### src/design/nmec_ram.sv
// ----------------------------------------------------------------------------
// nmec_ram: generic single-write, single-read RAM
// One write port and one read port; read data is registered.
// ----------------------------------------------------------------------------
module nmec_ram #(
   parameter int WIDTH     = 8,
   parameter int DEPTH     = 16,
   parameter int ADDR_BITS = $clog2(DEPTH)
) (
   input  logic                 clock,
   input  logic                 wr_en,
   input  logic [ADDR_BITS-1:0] wr_addr,
   input  logic [WIDTH-1:0]     wr_data,
   input  logic                 rd_en,
   input  logic [ADDR_BITS-1:0] rd_addr,
   output logic [WIDTH-1:0]     rd_data
);

   logic [WIDTH-1:0] mem_ff [DEPTH];
   logic [WIDTH-1:0] rd_data_ff;

   always_ff @(posedge clock) begin
      if (wr_en) begin
         mem_ff[wr_addr] <= wr_data;
      end
      if (rd_en) begin
         rd_data_ff <= mem_ff[rd_addr];
      end
   end

   assign rd_data = rd_data_ff;

endmodule

### config.mk
export PLATFORM = sky130hd
export DESIGN_NAME = nmec_ram
export DESIGN_NICKNAME = d
export VERILOG_FILES = /design/src/design/nmec_ram.sv
export SDC_FILE = /design/constraint.sdc
export NUM_CORES = 1
export LEC_CHECK = 0
export BUFFER_PORTS_ARGS = -buffer_cell sky130_fd_sc_hd__buf_2
export CAP_MARGIN = 20
export CELL_PAD_IN_SITES_DETAIL_PLACEMENT = 0
export CELL_PAD_IN_SITES_GLOBAL_PLACEMENT = 2
export CORE_UTILIZATION = 48
export CTS_CLUSTER_DIAMETER = 150
export DETAILED_ROUTE_END_ITERATION = 8
export PLACE_DENSITY = 0.74
export SYNTH_ARGS = -nofsm -noshare
export SYNTH_HDL_FRONTEND = slang
export SYNTH_SLANG_ARGS = --single-unit
### constraint.sdc
create_clock -name clock -period 2.1 [get_ports clock]
set_input_delay 0.315 -clock clock [delete_from_list [all_inputs] [get_ports clock]]
set_output_delay 0.315 -clock clock [all_outputs]
set_load 0.01 [all_outputs]
* After elaboration in Yosys (flattened, before gate mapping) *
Memories as Yosys holds them, arrays and structs flattened. A register that Yosys moved wholly into a read port is not among the register bits.
Index checks and enable logic that the tools add are counted.

word-level totals
  flip-flop bits (word level) = 0
  RAM bits = 128
  input port bits = 19
  output and inout bits = 8
  word-level logic and storage cells = 3
  memories = 1

memories
  name    words  width  read ports  clocked after Yosys merged registers in  write ports  RTL line  RTL
  mem_ff  16     8      1           1                                        1            19        logic [WIDTH-1:0] mem_ff [DEPTH];

operators by class
  muxes and demuxes = 2

operators with widths
  kind               count
  1-bit two-way mux  2

* Depth between registers and ports, before layout *
Gate-level depths: netlist of run 1.

  depth after elaboration = 2
  depth in mapped cells = 5
  mapped depth without buffers = 3

* Least setup slack after synthesis of run 1 *
Ideal clock, no wire load.

  path kind = input port to flip-flop
  from = in wr_addr[2]
  to = mem mem_ff[0][0], enable pin
  library setup time = 0.383 ns
  arrival time = 1.425 ns
  required time = 1.717 ns
  path slack = 0.292 ns
  stages on the path = 2
  path buffers = 0
  cell sequence = or3b_2 -> nor3_1

RTL lines
  element      RTL line  RTL
  from (decl)  12        input logic [ADDR_BITS-1:0] wr_addr,
  to (decl)    19

Straight into the memory's write port.

==> summary.md, run 1 <==
| Metric | Value |
|---|---|
| Status | `complete, no violations` |
| Internal power | `4.85 mW` |
| Seq/Total Area, Yosys | `0.781` |
| DRT Pass-1 Iters | `6` |
| Switching Power | `1.20 mW` |
| Arr. time, crit path | `1.79 ns` |
| Max-slew violation count | `0` |
| Combinational share of power | `0.048` |
| Max-Cap Viols | `0` |
| Vias per cell | `5.66` |
| Synthesized area per cell | `22.8 µm²` |
| Clock tree buffer depth | `2` |
| Yosys warnings | `0` |
| Fill cell count | `762` |
| Endpoints failing hold | `0` |
| R2R Path Start | `mem_ff[8][4]` |
| Layout Skew | `0.00527 ns` |
| CTS tree | `yes` |
| Clock buffer count from CTS | `17` |
| Detail Route Antenna Nets | `0` |
| Unrepaired setup endpoints after global routing | `no` |
| Peak supply drop | `0.607 mV` |
| Post-layout net count | `305` |
| Pin slew with the least headroom to its limit | `0.440 ns` |
| CP max FO | `1` |
| CP bufs+invs | `0` |
| Clock share of power | `0.444` |
| Cell count along the critical path | `3` |
| Final WL | `10.2 mm` |
| GP Congestion | `0.722` |
| Number of setup buffers added after CTS | `0` |
| Synth Cell Area | `0.00523 mm²` |
| Initial antenna violation count | `0` |
| Row count | `37` |
| DIE AREA | `0.0113 mm²` |
| Ant diodes | `0` |
| CP cell instances | `mux4_1 -> a22oi_1 -> nand2_1` |
| Fraction of layout cells with a size suffix above 1 | `0.308` |
| Syn_nets | `248` |
| Number of gates resized after CTS | `0` |
| Top Family by Delay on Critical Path | `multiplexers` |
| I/O pin count | `27` |
| Area Overhead vs Synth | `18.0%` |
| Min Tclk post-route | `1.53 ns` |
| Hold Path Cell Cnt | `1` |
| Routed WL per cell | `23.5 µm` |
| Area of the core | `0.0105 mm²` |
| Most common cell after layout, fill and taps aside | `edfxtp_1` |
| Worst path required time | `2.36 ns` |
| Setup TNS | `0 ns` |
| Sequential share of power | `0.508` |
| First-pass GRT wire length | `15.6 mm` |
| Cts hold-fix bufs | `0` |
| Die span in y | `106 µm` |
| Min-delay src | `rd_en` |
| Pwr dens | `981 mW/mm²` |
| Worst skew pair latency | `0.52 ns` |
| Root buf cell | `clkbuf_8` |
| Post-layout util | `0.589` |
| Die Wd | `106 µm` |
| Vias | `2462` |
| Max incr delay on CP | `0.52 ns` |
| H-tree depth | `4` |
| Final Cycle Share | `0.729` |
| Number of port buffers | `26` |
| Commonest non-fill, non-tap cells in the layout | `edfxtp_1 (136), buf_2 (26), buf_4 (20), mux4_2 (18)` |
| Initial Util | `0.500` |
| Pleak | `2.09 nW` |
| Register bit total from synthesis | `136` |
| Worst slew margin | `0.707` |
| Hold Crit Class | `in2reg` |
| Drt initial violations | `147` |
| Largest net degree at the start of global routing | `33` |
| Total track usage | `0.205` |
| Setup violators final | `0` |
| Element type at the critical path end | `register` |
| Global route overflow | `0` |
| Detailed placement HPWL | `6.23 mm` |
| Worst r2r path cells | `3` |
| Clock-pin slew on the worst setup and hold paths | `0.06 ns` |
| Startpoint types | `register` |
| Synthesized instance count | `229` |
| Slowest cell on crit path | `mux4_1` |
| Netlist cell types | `18` |
| Fmax achieved | `653 MHz` |
| DRC viols | `0` |
| Clock tree sinks | `136` |
| Number of global-route vias before repair | `2578` |
| Crit path launch | `mem_ff[8][4]` |
| Sw Ratio | `0.199` |
| Setup CP Type | `reg2reg` |
power by group through the flow:
stage / Sequential, mW / Clock, mW / Combinational (mW)
detailed placement: 3.13 / 0 / 0.295
finish: 3.07 / 2.68 / 0.291
CTS: 3.08 / 2.72 / 0.297
global route: 3.08 / 2.83 / 0.317
floorplan: 3.13 / 0 / 0.154
global placement: 3.13 / 0 / 0.294
stage by stage:
stage	cell area, µm²	std cells	total power, mW	hold WS, ns	setup WS, ns
2_1_floorplan	5230	229	3.29	0.414	0.292
3_3_place_gp	5630	403	3.42	0.703	0.162
3_5_place_dp	5630	403	3.43	0.702	0.157
4_1_cts	6170	435	6.10	0.152	0.561
5_1_grt	6170	435	6.23	0.153	0.507
6_report	6170	435	6.05	0.170	0.569
sequential cells by signal (all words and copies together) (netlist names):
signal   count
rd_data      8
mem_ff     128
cell families after synthesis:
kind of cell | synth area share
simple gates | 0.0314
compound gates | 0.0230
buf+inv | 0.0165
flops | 0.781
mux | 0.148
metal layers:
layer,GRT usage,wire [µm],vias to the layer above
met5,0,0,-
met4,0.0774,169,0
met3,0.0558,590,14
met2,0.302,4820,72
met1,0.293,4660,1282
li1,-,-,1094
synthesized netlist by cell type:
| cell | instances | area [µm²] |
|---|---|---|
| a22oi_1 | 16 | 120 |
| and2_1 | 1 | 6.26 |
| and2b_1 | 1 | 7.51 |
| buf_2 | 3 | 15.0 |
| buf_4 | 1 | 7.51 |
| buf_6 | 3 | 33.8 |
| clkdlybuf4s25_2 | 3 | 30.0 |
| edfxtp_1 | 136 | 4080 |
| mux4_1 | 14 | 368 |
| mux4_2 | 18 | 405 |
| nand2_1 | 9 | 33.8 |
| nand2b_1 | 2 | 12.5 |
| nand3_1 | 1 | 5.00 |
| nand3b_1 | 2 | 15.0 |
| nor2_1 | 13 | 48.8 |
| nor2b_1 | 1 | 6.26 |
| nor3_1 | 4 | 20.0 |
| or3b_2 | 1 | 8.76 |
worst paths after layout:
kind	to	slack, ns
worst max-delay path	rd_data[4]	0.57
worst min-delay path	rd_data[0]	0.17
worst max register to register	rd_data[4]	0.57
worst min register to register	rd_data[1]	0.75
area by class of cell:
type                       instances  area [µm²]  share of cell area
clock inverter                    11         106              0.0172
clock buffer                      21         429              0.0696
tap                              136         170              0.0276
timing repair buffer              48         320              0.0519
sequential                       136        4080               0.662
multi-input combinational         83        1060               0.171
worst register-to-register path: cells and delay by family, from the launching register on:
kind	cells	cell delay [ns]
AND/OR/NAND/NOR	1	0.11
flip-flops	1	0.37
AO/OA/AOI/OAI	1	0.28
multiplexers	1	0.52
Note: power is estimated with default switching activity, not from simulation.
==> run 2, diff against run 1 <==
- clock period: 2.1 -> 1.54 ns (I/O delays scaled with it)
==> run 2 against run 1 <==
Core utilization rose by 0.56 points; worst hold slack got worse by 0.079 ns; clock skew barely moved; global-route usage barely moved; cell area rose by 0.95%; routed wire length rose by 0.26%; critical path depth did not move; count of clock-buffer cells in the layout fell by 4; clock power rose by 44%; via count rose by 1.2%.
==> summary.md, run 2 (synthesis results as in run 1) <==
| Metric | Value |
|---|---|
| Vias per cell | `5.73 (was 5.66)` |
| Clock-pin slew on the worst setup and hold paths | `0.06 ns (about the same)` |
| Pwr dens | `1360 mW/mm² (was 981 mW/mm²)` |
| DRT Pass-1 Iters | `4 (was 6)` |
| GP Congestion | `0.707 (was 0.722)` |
| Max-slew violation count | `0 (unchanged)` |
| Post-layout net count | `305 (unchanged)` |
| Setup CP Type | `reg2reg (unchanged)` |
| Startpoint types | `register (unchanged)` |
| Min-delay src | `wr_data[0] (was rd_en)` |
| Die span in y | `106 µm (unchanged)` |
| Worst skew pair latency | `0.51 ns (was 0.52 ns)` |
| Met3 Wirelength | `447 µm (was 590 µm)` |
| Total track usage | `0.205 (about the same)` |
| Pleak | `2.11 nW (was 2.09 nW)` |
| Min Tclk post-route | `1.51 ns (was 1.53 ns)` |
| Element type at the critical path end | `register (unchanged)` |
| Layout Skew | `0.00478 ns (was 0.00527 ns)` |
| Pin slew with the least headroom to its limit | `0.799 ns (was 0.440 ns)` |
| Number of port buffers | `26 (unchanged)` |
| Met2 wire length | `4.99 mm (was 4.82 mm)` |
| Unrepaired setup endpoints after global routing | `no (unchanged)` |
| R2R Path Start | `mem_ff[1][0] (was mem_ff[8][4])` |
| Clock tree buffer depth | `2 (unchanged)` |
| Endpoints failing hold | `0 (unchanged)` |
| Largest register FFs | `128 (unchanged)` |
| R2R Setup Slk | `0.03 ns (was 0.57 ns)` |
| Ant diodes | `0 (unchanged)` |
| Hold endpoint | `mem_ff[9][0] (was rd_data[0])` |
| CTS tree | `yes (unchanged)` |
| Biggest register | `mem_ff (unchanged)` |
| I/O pin count | `27 (unchanged)` |
| Clock tree sinks | `136 (unchanged)` |
| Highest Signal Layer | `met4 (unchanged)` |
| Detailed placement HPWL | `6.49 mm (was 6.23 mm)` |
| Fraction of layout cells with a size suffix above 1 | `0.338 (was 0.308)` |
| Initial antenna violation count | `0 (unchanged)` |
| Detail Route Antenna Nets | `0 (unchanged)` |
| Status | `complete, no violations (unchanged)` |
| Fmax achieved | `663 MHz (was 653 MHz)` |
| Drt initial violations | `167 (was 147)` |
| Max-Cap Viols | `0 (unchanged)` |
| Worst slew margin | `0.466 (was 0.707)` |
| Peak supply drop | `0.564 mV (was 0.607 mV)` |
| Initial Util | `0.500 (unchanged)` |
| CP max FO | `1 (unchanged)` |
| Number of setup buffers added after CTS | `0 (unchanged)` |
| WL met1 | `4.69 mm (was 4.66 mm)` |
| First-pass GRT wire length | `15.7 mm (was 15.6 mm)` |
| Clock buffer count from CTS | `17 (unchanged)` |
| Reg2reg end | `rd_data[0] (was rd_data[4])` |
| Commonest non-fill, non-tap cells in the layout | `edfxtp_1 (136), buf_2 (26), buf_4 (20), mux4_2 (18), clkbuf_16 (16) (was edfxtp_1 (136), buf_2 (26), buf_4 (20), mux4_2 (18))` |
| Global route overflow | `0 (unchanged)` |
| Final Cycle Share | `0.980 (was 0.729)` |
| Final WL | `10.3 mm (was 10.2 mm)` |
| Routed WL per cell | `23.6 µm (was 23.5 µm)` |
| Largest net degree at the start of global routing | `23 (was 33)` |
| Area of the core | `0.0105 mm² (unchanged)` |
| Worst path required time | `1.79 ns (was 2.36 ns)` |
| Area Overhead vs Synth | `19.1% (was 18.0%)` |
| Vias | `2491 (was 2462)` |
| WHS | `0.0918 ns (was 0.170 ns)` |
| Overall Power | `8.45 mW (was 6.05 mW)` |
| Row count | `37 (unchanged)` |
| Most common cell after layout, fill and taps aside | `edfxtp_1 (unchanged)` |
| Number of global-route vias before repair | `2580 (was 2578)` |
| Arr. time, crit path | `1.76 ns (was 1.79 ns)` |
| Worst r2r path cells | `3 (unchanged)` |
| DIE AREA | `0.0113 mm² (unchanged)` |
| Hold Crit Class | `in2reg (unchanged)` |
| Setup violators final | `0 (unchanged)` |
| H-tree depth | `4 (unchanged)` |
| DRC viols | `0 (unchanged)` |
| Hold Path Cell Cnt | `1 (unchanged)` |
| Root buf cell | `clkbuf_8 (unchanged)` |
| Die Wd | `106 µm (unchanged)` |
[run 2: layer usage]
layer,GRT usage,vias to the layer above
li1,-,1094
met1,0.287,1321
met2,0.308,64
met3,0.0570,12
met4,0.0784,0
met5,0,-
[run 2: worst max-delay path by stage]
stage | to | cells past startpoint | slack (ns) | from
after floorplan | rd_data[1] | 5 | 0.03 | rd_addr[0]
after global placement | rd_data[5] | 5 | -0.31 | rd_addr[0]
after detailed placement | rd_data[0] | 5 | -0.32 | rd_addr[0]
after CTS | rd_data[4] | 3 | 0.006 | mem_ff[9][4]
after global routing | rd_data[4] | 3 | 0.0008 | mem_ff[10][4]
final | rd_data[0] | 3 | 0.03 | mem_ff[1][0]
[run 2: report_power, final]
part	switching, mW	total [mW]	internal [mW]	leakage, nW
registers	0.0204	4.19	4.17	1.24
clock network	1.43	3.86	2.43	0.270
logic	0.234	0.404	0.171	0.600
total	1.68	8.45	6.77	2.11
[run 2: worst max-delay path: stages (launching register included)]
cell and delay (ns):
edfxtp_1 0.37, mux4_1 0.54, a22oi_2 0.21, nand2_1 0.13
[run 2: layout make-up]
| cell class | instances | area, µm² |
|---|---|---|
| well taps | 136 | 170 |
| multi-input cells | 83 | 1080 |
| clock buffers | 17 | 414 |
| clock inverters | 15 | 160 |
| flip-flops and latches | 136 | 4080 |
| fillers | 776 | 4240 |
| repair buffers | 48 | 320 |
[run 2: through the flow]
step	cells	cell area, µm²	utilization	TNS, ns	worst slack [ns]
5_1_grt	435	6230	0.595	0	0.000752
4_1_cts	435	6220	0.594	0	0.00592
3_3_place_gp	403	5640	0.539	-1.94	-0.307
2_1_floorplan	229	5230	-	0	0.0266
3_5_place_dp	403	5640	0.539	-2.09	-0.321
6_report	435	6230	0.595	0	0.0311
[run 2: what timing repair did]
item                                    4_1_cts  5_1_grt
endpoints found under the setup margin        1        2
pin swaps                                     1        0
resized for setup                             1        2
hold buffers                                  0        0
cloned                                        0        0
hold endpoints to repair                      0        0
