[src/design/nmec_pkg.sv]
// ----------------------------------------------------------------------------
// nmec_pkg: shared types and constants for the non-manifold edge counter
// Table geometry, vertex and count widths, and channel payload records.
// ----------------------------------------------------------------------------
package nmec_pkg;

   localparam int MAX_EDGES   = 1024;
   localparam int VERTEX_BITS = 16;
   localparam int COUNT_BITS  = 8;
   localparam int SLOT_BITS   = $clog2(MAX_EDGES);
   localparam int TOTAL_BITS  = SLOT_BITS + 1;
   localparam int SKIP_BITS   = 2;
   localparam int EDGE_BITS   = 2;

   localparam logic [COUNT_BITS-1:0] COUNT_MAX  = {COUNT_BITS{1'b1}};
   localparam logic [COUNT_BITS-1:0] FACE_LIMIT = COUNT_BITS'(2);

   localparam logic MODE_ADD  = 1'b0;
   localparam logic MODE_READ = 1'b1;

   typedef struct packed {
      logic                   mode;
      logic [VERTEX_BITS-1:0] vertex_a;
      logic [VERTEX_BITS-1:0] vertex_b;
      logic [VERTEX_BITS-1:0] vertex_c;
      logic [SLOT_BITS-1:0]   read_slot;
   } req_type;

   typedef struct packed {
      logic [TOTAL_BITS-1:0]  stored_edges;
      logic [SKIP_BITS-1:0]   skipped_degenerate;
      logic                   overflow;
      logic                   slot_valid;
      logic [VERTEX_BITS-1:0] edge_start;
      logic [VERTEX_BITS-1:0] edge_end;
      logic [COUNT_BITS-1:0]  faces_on_edge;
      logic                   streamer_risk;
   } rsp_type;

   typedef struct packed {
      logic [VERTEX_BITS-1:0] first;
      logic [VERTEX_BITS-1:0] second;
      logic [COUNT_BITS-1:0]  count;
   } entry_type;

   localparam int ENTRY_BITS = $bits(entry_type);

endpackage

[src/design/nmec_match.sv]
// ----------------------------------------------------------------------------
// nmec_match: edge compare and count update unit
// Matches a stored edge against the probe in either orientation and
// forms the saturated face count for a hit.
// ----------------------------------------------------------------------------
module nmec_match (
   input  nmec_pkg::entry_type                  entry,
   input  logic [nmec_pkg::VERTEX_BITS-1:0]     probe_p,
   input  logic [nmec_pkg::VERTEX_BITS-1:0]     probe_q,
   output logic                                 hit,
   output nmec_pkg::entry_type                  entry_next
);
   import nmec_pkg::*;

   assign hit = ((entry.first == probe_p) && (entry.second == probe_q)) ||
                ((entry.first == probe_q) && (entry.second == probe_p));

   always_comb begin
      entry_next = entry;
      if (entry.count != COUNT_MAX) begin
         entry_next.count = entry.count + COUNT_BITS'(1);
      end
   end

endmodule

[config.mk]
export PLATFORM = sky130hd
export DESIGN_NAME = nmec_match
export DESIGN_NICKNAME = d
export VERILOG_FILES = /design/src/design/nmec_pkg.sv /design/src/design/nmec_match.sv
export SDC_FILE = /design/constraint.sdc
export NUM_CORES = 1
export LEC_CHECK = 0
export ABC_CLOCK_PERIOD_IN_PS = 1100
export BUFFER_PORTS_ARGS = -buffer_cell sky130_fd_sc_hd__buf_2
export CAP_MARGIN = 10
export CORE_MARGIN = 1.5
export CORE_UTILIZATION = 26
export DETAILED_ROUTE_END_ITERATION = 8
export GPL_ROUTABILITY_DRIVEN = 0
export PLACE_DENSITY = 0.68
export REMOVE_ABC_BUFFERS = 1
export SLEW_MARGIN = 20
export SYNTH_ARGS = -nofsm -noshare
export SYNTH_HDL_FRONTEND = slang
export SYNTH_SLANG_ARGS = --single-unit
[constraint.sdc]
create_clock -name vclk -period 1.1
set_input_delay 0.055 -clock vclk [all_inputs]
set_output_delay 0.055 -clock vclk [all_outputs]
set_load 0.02 [all_outputs]
# Word-level counts from Yosys, hierarchy flattened
# Index checks and enable logic that the tools add are counted.
[totals]
register_bits = 0
elab_cells = 10
[classes]
add_sub_neg = 1
n_eq_ne = 5
muxes = 1
n_reduce_logical = 3
[ops]
columns = ["operator", "count"]
rows = [
  ["16-bit equality test", 4],
  ["8-bit by 1-bit adder with 8-bit output, second input constant", 1],
  ["8-bit two-way mux", 1],
  ["8-bit != test, second input constant", 1],
  ["1-bit logical AND", 2],
  ["1-bit logical OR", 1],
]

# Depth between registers and ports, before layout
# Gate-level depths: netlist (run 1).
[depth]
ltp_word = 3
depth_mapped = 5
depth_no_buf = 5

# Worst setup path after synthesis (run 1)
# Ideal clock, no wire load.
[synth_timing]
path_kind = "input -> output"
start = "input entry[0] in the netlist's numbering"
end = "output entry_next[6] in the netlist's numbering"
t_arrival_ps = 953
required_time_ps = 1045
setup_slack_ps = 92
stages = 5
path_buffers = 0
cell_sequence = "ha_1 > and3_2 > nand3_1 > nor3_1 > a21oi_1"
[synth_rtl]
columns = ["element", "line", "source"]
rows = [
  ["start: declaration", "nmec_match.sv:7", "input nmec_pkg::entry_type entry,"],
  ["end: declaration", "nmec_match.sv:11", "output nmec_pkg::entry_type entry_next"],
]

# Worst setup path in the final report (run 1)
[layout_timing]
start = "input entry[29] in the netlist's numbering"
end = "output hit"
[layout_via]
elab_chain_cells = 3
word_cells_on_any_way = 5
cone_classes = "eq/ne (2); reduce/logical (3)"
[layout_rtl]
columns = ["element", "line", "source"]
rows = [
  ["16-bit equality test, on equally long branches", "nmec_match.sv:15, nmec_match.sv:16", ""],
  ["1-bit logical AND, on equally long branches", "nmec_match.sv:15, nmec_match.sv:16", ""],
  ["1-bit logical OR (*)", "nmec_match.sv:15", "assign hit = ((entry.first == probe_p) && (entry.second == probe_q)) ||"],
  ["end: declaration", "nmec_match.sv:10", "output logic hit,"],
]
# Every way passes the cells marked *; elsewhere a longest branch is shown, timed or not.

==> impl_results.md, run 1 <==
* Post-route worst setup slack at -0.0765 ns
* Multi-input logic area at 982 sq um
* Total design power at 774 uW
* Simple logic cell fraction of the synthesized area at 0.187
* Global routing's busiest layer: met2
* Ant diodes at 0
* Cell count after synthesis at 140
* GR Util met2 at 0.271
* GRT overflow at 0
* Post-Place Cells at 277
* Most common cell on crit path: buf_4
* Slew Limit Fails at 0
* M1 GR Usage at 0.174
* Register area share after synthesis at 0
* Vias in the first global route at 1172
* Detailed Routing Iterations Pass 1 at 4
* Largest family of logic cells by synthesized area: XOR/XNOR gates
* CP Max Fanout at 3
* Wirelength per Cell at 12.5 microns
* RSZ-0062 raised after global routing: yes
* Clk_buf instances at 0
* Worst EP required at 1.04 ns
* Yosys top cell area share at 0.518
* Final worst path period need at 1.18 ns
* Total Die Area at 4630 sq um
* Slew margin rel. at 0.794
* CP Capture Type: output port
* Row cnt at 23
* Gr usage total at 0.137
* IO Count at 113
* # DRC at 0
* Share of cells above drive strength 1 at 0.610
* Syn avg cell area at 7.86 sq um
* Final nets at 303
* Post-synthesis cell type count at 22
* Leak at 0.897 nW
* Slowest cell on the critical path: nor4_1
* Post-synthesis mux area share at 0.0137
* Yosys Warn Count at 0
* Core area at 4030 sq um
* Post-synthesis compound-gate area fraction at 0.0410
* Seq cells at 0
* Synthesis-to-layout area growth at 64.8%
* Adder-cell share of the synthesized area at 0.0114
* Initial antenna violation count at 0
* Hold WC Path Type: input pin to output port
* First-pass GRT wire length at 5.01 mm
* Port Buffers at 113
* HPWL Detailed at 2.90 mm
* Initial DRC count at 22
* Outcome: finished with violations
* Part of the cycle the worst path needs at 1.07
* Largest net degree at the start of global routing at 6
* Die height at 68.0 microns
* Fillers at 405
* Most common cell in the netlist: xor2_1
* # setup viols final at 1
* Setup crit start kind: input pin
* Initial Util at 0.273
* Dpl ws at -0.132 ns
* Final core occ at 0.450
* Synth Cell Area at 1100 sq um
* Crit-path cells: buf_4 -> xor2_1 -> nor4_1 -> nand4_1 -> o22ai_1 -> buf_4
* Worst path max stage delay at 0.34 ns
* Crit path kind: input pin to output port
* Final antenna-violating net count at 0
* Least-Margin Pin Slew at 0.306 ns
* Failing checks: setup timing
* Top cells by count, synth: 65 x xor2_1, 32 x buf_4, 16 x nor4_1
* Fin cells at 278
* Power Dens Cells at 427 nW/um^2
* Met3 usage at 0.00329
* DR vias at 1243
* Max VDD drop at 0.262 mV
* Post-DR vias/cell at 4.47
* Register Area at 0 sq um
* Hold-fix buffer count after cts at 0
* Setup_tns at -0.0765 ns
* Cell taking the most area after synthesis: xor2_1
* Final Hold Fails at 0
* Maximum capacitance violations at 0
* Critical path arrival at 1.12 ns
* Drt total wl at 3.47 mm
* Die width at 68.0 microns
* Synth Area in XOR/XNOR at 0.526
* Top cells by area, synth: xor2_1 52%, buf_4 22%, nor4_1 9.1%
* Max Clk Rate at 850 MHz
layer usage:
layer / wire length (microns) / part of all wire / up-vias
li1: - / - / 628
met1: 1340 / 0.39 / 567
met2: 1930 / 0.56 / 48
met3: 196 / 0.057 / 0
met4: 0 / 0 / 0
met5: 0 / 0 / -
cell usage in the layout (no fill, tap or decap):
cell type  instances
and3_2             1
buf_6             17
ha_4               1
xor2_4             1
nor4_1             8
inv_1              1
nor3_1             1
nand2_1            1
o22ai_1            1
nand3_1            2
nor4_4             1
xor2_2             4
nand3_4            1
buf_2             86
and4b_1            1
and3_4             1
a31oi_1            1
a21oi_1            4
nor4_2             7
nor2_1             1
o21a_1             1
buf_8              2
mux2_4             1
xor2_1            60
buf_4             15
o21ai_1            1
xnor2_1            1
nand4_1            4
and4_4             1
and3_1             1
final cells by class:
cell class,instances,area share
multi-input combinational,107,0.542
timing repair buffer,120,0.422
tap,50,0.0345
inverter,1,0.00207
per-stage QoR:
stage	instance area, sq um	hold WS (ns)
3_3_place_gp	1530	0.380
3_5_place_dp	1530	0.381
4_1_cts	1690	0.340
5_1_grt	1810	0.350
6_report	1810	0.339
2_1_floorplan	860	0.110
cell families after synthesis:
| family | Yosys count |
|---|---|
| simple gates | 31 |
| compound gates | 8 |
| fa+ha+maj | 1 |
| mux | 1 |
| buf+inv | 33 |
| xor+xnor | 66 |
final timing paths:
path,startpoint,end,slack [ns],depth (start not counted)
setup / recovery,entry[29],hit,-0.08,6
hold / removal,entry[27],entry_next[27],0.34,2
timing repair:
item	CTS	global route
setup buffers	1	0
setup endpoints to repair	6	5
endpoints found under the hold margin	0	0
pin swaps	20	17
gates resized for setup	34	27
critical path, delay by kind of cell:
kind                   cells  cell delay, ns
buffers and inverters      2            0.29
AND/OR/NAND/NOR            2            0.48
AO/OA/AOI/OAI              1            0.16
XOR/XNOR                   1            0.14
power by group:
part	total (mW)	internal, mW	switching, mW
clock network	0	0	0
logic	0.774	0.359	0.415
registers	0	0	0
total	0.774	0.359	0.415
(Power assumes the default switching activity.)
==> run 2, diff against run 1 <==
--- a/config.mk
+++ b/config.mk
@@ -8,11 +8,13 @@
 export ABC_CLOCK_PERIOD_IN_PS = 1100
 export BUFFER_PORTS_ARGS = -buffer_cell sky130_fd_sc_hd__buf_2
 export CAP_MARGIN = 10
+export CELL_PAD_IN_SITES_DETAIL_PLACEMENT = 0
+export CELL_PAD_IN_SITES_GLOBAL_PLACEMENT = 1
 export CORE_MARGIN = 1.5
-export CORE_UTILIZATION = 26
+export CORE_UTILIZATION = 24
 export DETAILED_ROUTE_END_ITERATION = 8
 export GPL_ROUTABILITY_DRIVEN = 0
-export PLACE_DENSITY = 0.68
+export PLACE_DENSITY = 0.91
 export REMOVE_ABC_BUFFERS = 1
 export SLEW_MARGIN = 20
 export SYNTH_ARGS = -nofsm -noshare
==> run 2 against run 1 <==
The run still ends with setup timing left. Via count up 1.7%. Final cell count up 3.2%. Fmax down 2.9%. Sequential cell count unchanged. Setup slack worse by 0.035 ns. Worst hold slack better by 0.00066 ns. Critical path depth up 1. Non-clock buffer count up 7.
==> impl_results.md, run 2 (same netlist as run 1, synthesis figures left out) <==
* Outcome: finished with violations (unchanged)
* Failing checks: setup timing (unchanged)
* Critical path arrival at 1.16 ns (was 1.12 ns)
* Slew margin rel. at 0.790 (was 0.794)
* Final Hold Fails at 0 (unchanged)
* Dpl cell area at 1590 sq um (was 1530 sq um)
* First-pass GRT wire length at 5.35 mm (was 5.01 mm)
* Int Pwr at 336 uW (was 359 uW)
* # DRC at 0 (unchanged)
* HPWL Detailed at 3.09 mm (was 2.90 mm)
* Max Clk Rate at 825 MHz (was 850 MHz)
* Maximum capacitance violations at 0 (unchanged)
* Port Buffers at 113 (unchanged)
* Share of cells above drive strength 1 at 0.587 (was 0.610)
* Detailed Routing Iterations Pass 1 at 4 (unchanged)
* # setup viols final at 1 (unchanged)
* Dpl ws at -0.169 ns (was -0.132 ns)
* Post-route worst setup slack at -0.112 ns (was -0.0765 ns)
* CP Capture Type: output port (unchanged)
* Vias in the first global route at 1247 (was 1172)
* Initial Util at 0.251 (was 0.273)
* Seq cells at 0 (unchanged)
* Final nets at 310 (was 303)
* Slowest cell on the critical path: nor4_2 (was nor4_1)
* Max VDD drop at 0.213 mV (was 0.262 mV)
* Hold WC Path Type: input pin to output port (unchanged)
* Leak at 0.897 nW (about the same)
* Most common cell on crit path: buf_4 (unchanged)
* Power Dens Cells at 425 nW/um^2 (was 427 nW/um^2)
* Row cnt at 24 (was 23)
* Gr usage total at 0.128 (was 0.137)
* Die width at 70.7 microns (was 68.0 microns)
* Clock share of power at 0 (about the same)
* CP Launch Point: entry[23] (was entry[29])
* Ant diodes at 0 (unchanged)
* Register Area at 0 sq um (unchanged)
* Drt total wl at 3.51 mm (was 3.47 mm)
* Fillers at 454 (was 405)
* Clk_buf instances at 0 (unchanged)
* Setup crit start kind: input pin (unchanged)
* Core area at 4380 sq um (was 4030 sq um)
* Initial antenna violation count at 0 (unchanged)
* Fin area at 1720 sq um (was 1810 sq um)
* Largest net degree at the start of global routing at 6 (unchanged)
* CP Max Fanout at 3 (unchanged)
* IO Count at 113 (unchanged)
* Worst path max stage delay at 0.27 ns (was 0.34 ns)
* P_sw at 394 uW (was 415 uW)
* Worst Hold Depth at 2 (unchanged)
* DR vias at 1264 (was 1243)
* Commonest non-fill, non-tap cell in the layout: buf_2 (unchanged)
* Crit path kind: input pin to output port (unchanged)
* Part of the cycle the worst path needs at 1.10 (was 1.07)
* Final worst path period need at 1.21 ns (was 1.18 ns)
* Synthesis-to-layout area growth at 56.4% (was 64.8%)
* RSZ-0062 raised after global routing: yes (unchanged)
* Die height at 70.7 microns (was 68.0 microns)
* Worst Min Path Start: entry[17] (was entry[27])
* Final antenna-violating net count at 0 (unchanged)
* Wirelength per Cell at 12.2 microns (was 12.5 microns)
* Least-Margin Pin Slew at 0.312 ns (was 0.306 ns)
* Worst EP required at 1.04 ns (about the same)
* GRT overflow at 0 (unchanged)
* Total Die Area at 5000 sq um (was 4630 sq um)
* Post-DR vias/cell at 4.40 (was 4.47)
* Slew Limit Fails at 0 (unchanged)
* Register share of total power at 0 (about the same)
* Commonest cells after routing, fill and taps aside: 99 x buf_2, 64 x xor2_1, 18 x buf_4, 13 x nor4_1, 9 x buf_6 (was 86 x buf_2, 60 x xor2_1, 17 x buf_6, 15 x buf_4, 8 x nor4_1)
* Combinational power share at 1.000 (about the same)
* Crit-path cells: buf_8 -> xor2_2 -> nor4_2 -> buf_4 -> nand4_1 -> o22ai_1 -> buf_4 (was buf_4 -> xor2_1 -> nor4_1 -> nand4_1 -> o22ai_1 -> buf_4)
* Initial DRC count at 22 (unchanged)
* Sw Share at 0.540 (was 0.536)
-- run 2: cell count changes in the layout (fill, tap and decap cells not counted), moves of 3 or more --
cell    previous run  this run
buf_2             86        99
xor2_2             4         1
buf_4             15        18
nor4_1             8        13
xor2_1            60        64
nor4_2             7         3
buf_6             17         9
-- run 2: path summary, 6_finish.rpt --
kind / to / slack (ns)
worst max-delay path: hit / -0.11
worst min-delay path: entry_next[17] / 0.34
-- run 2: repair_timing --
action	in CTS	in global routing
pin swaps	6	6
buffers inserted	1	0
hold buffers	0	0
endpoints found under the setup margin	5	7
gates resized for setup	14	18
-- run 2: cell type report --
class | count | area, sq um | area share
Inverter | 1 | 3.75 | 0.00218
Tap cell | 52 | 65.1 | 0.0378
Multi-Input combinational cell | 107 | 905 | 0.526
Timing Repair Buffer | 127 | 747 | 0.434
-- run 2: power groups by stage --
stage	registers (mW)	clock network [mW]	logic, mW
finish	0	0	0.730
global route	0	0	0.792
CTS	0	0	0.715
detailed placement	0	0	0.683
global placement	0	0	0.681
floorplan	0	0	0.226
-- run 2: critical path: cells and delay by family --
kind,cells,cell delay (ns)
AOI/OAI and AO/OA,1,0.16
xor gates and xnor gates,1,0.17
buffers and inverters,3,0.41
and+or+nand+nor,2,0.36
-- run 2: routing by layer --
| metal | share of wire | GRT usage | up-vias |
|---|---|---|---|
| met2 | 0.50 | 0.237 | 65 |
| met3 | 0.067 | 0.00855 | 4 |
| met4 | 0.0083 | 0.0105 | 0 |
| met1 | 0.43 | 0.169 | 555 |
| li1 | - | - | 640 |
| met5 | 0 | 0 | - |
-- run 2: through the flow --
stage,setup TNS (ns),total power [mW],instances,util,hold slack [ns]
finish,-0.112,0.730,287,0.392,0.340
global route,-0.218,0.792,287,0.392,0.347
CTS,-0.129,0.715,287,0.379,0.342
detailed placement,-0.440,0.683,286,0.362,0.384
global placement,-0.421,0.681,286,0.362,0.381
floorplan,0,0.226,108,-,0.110
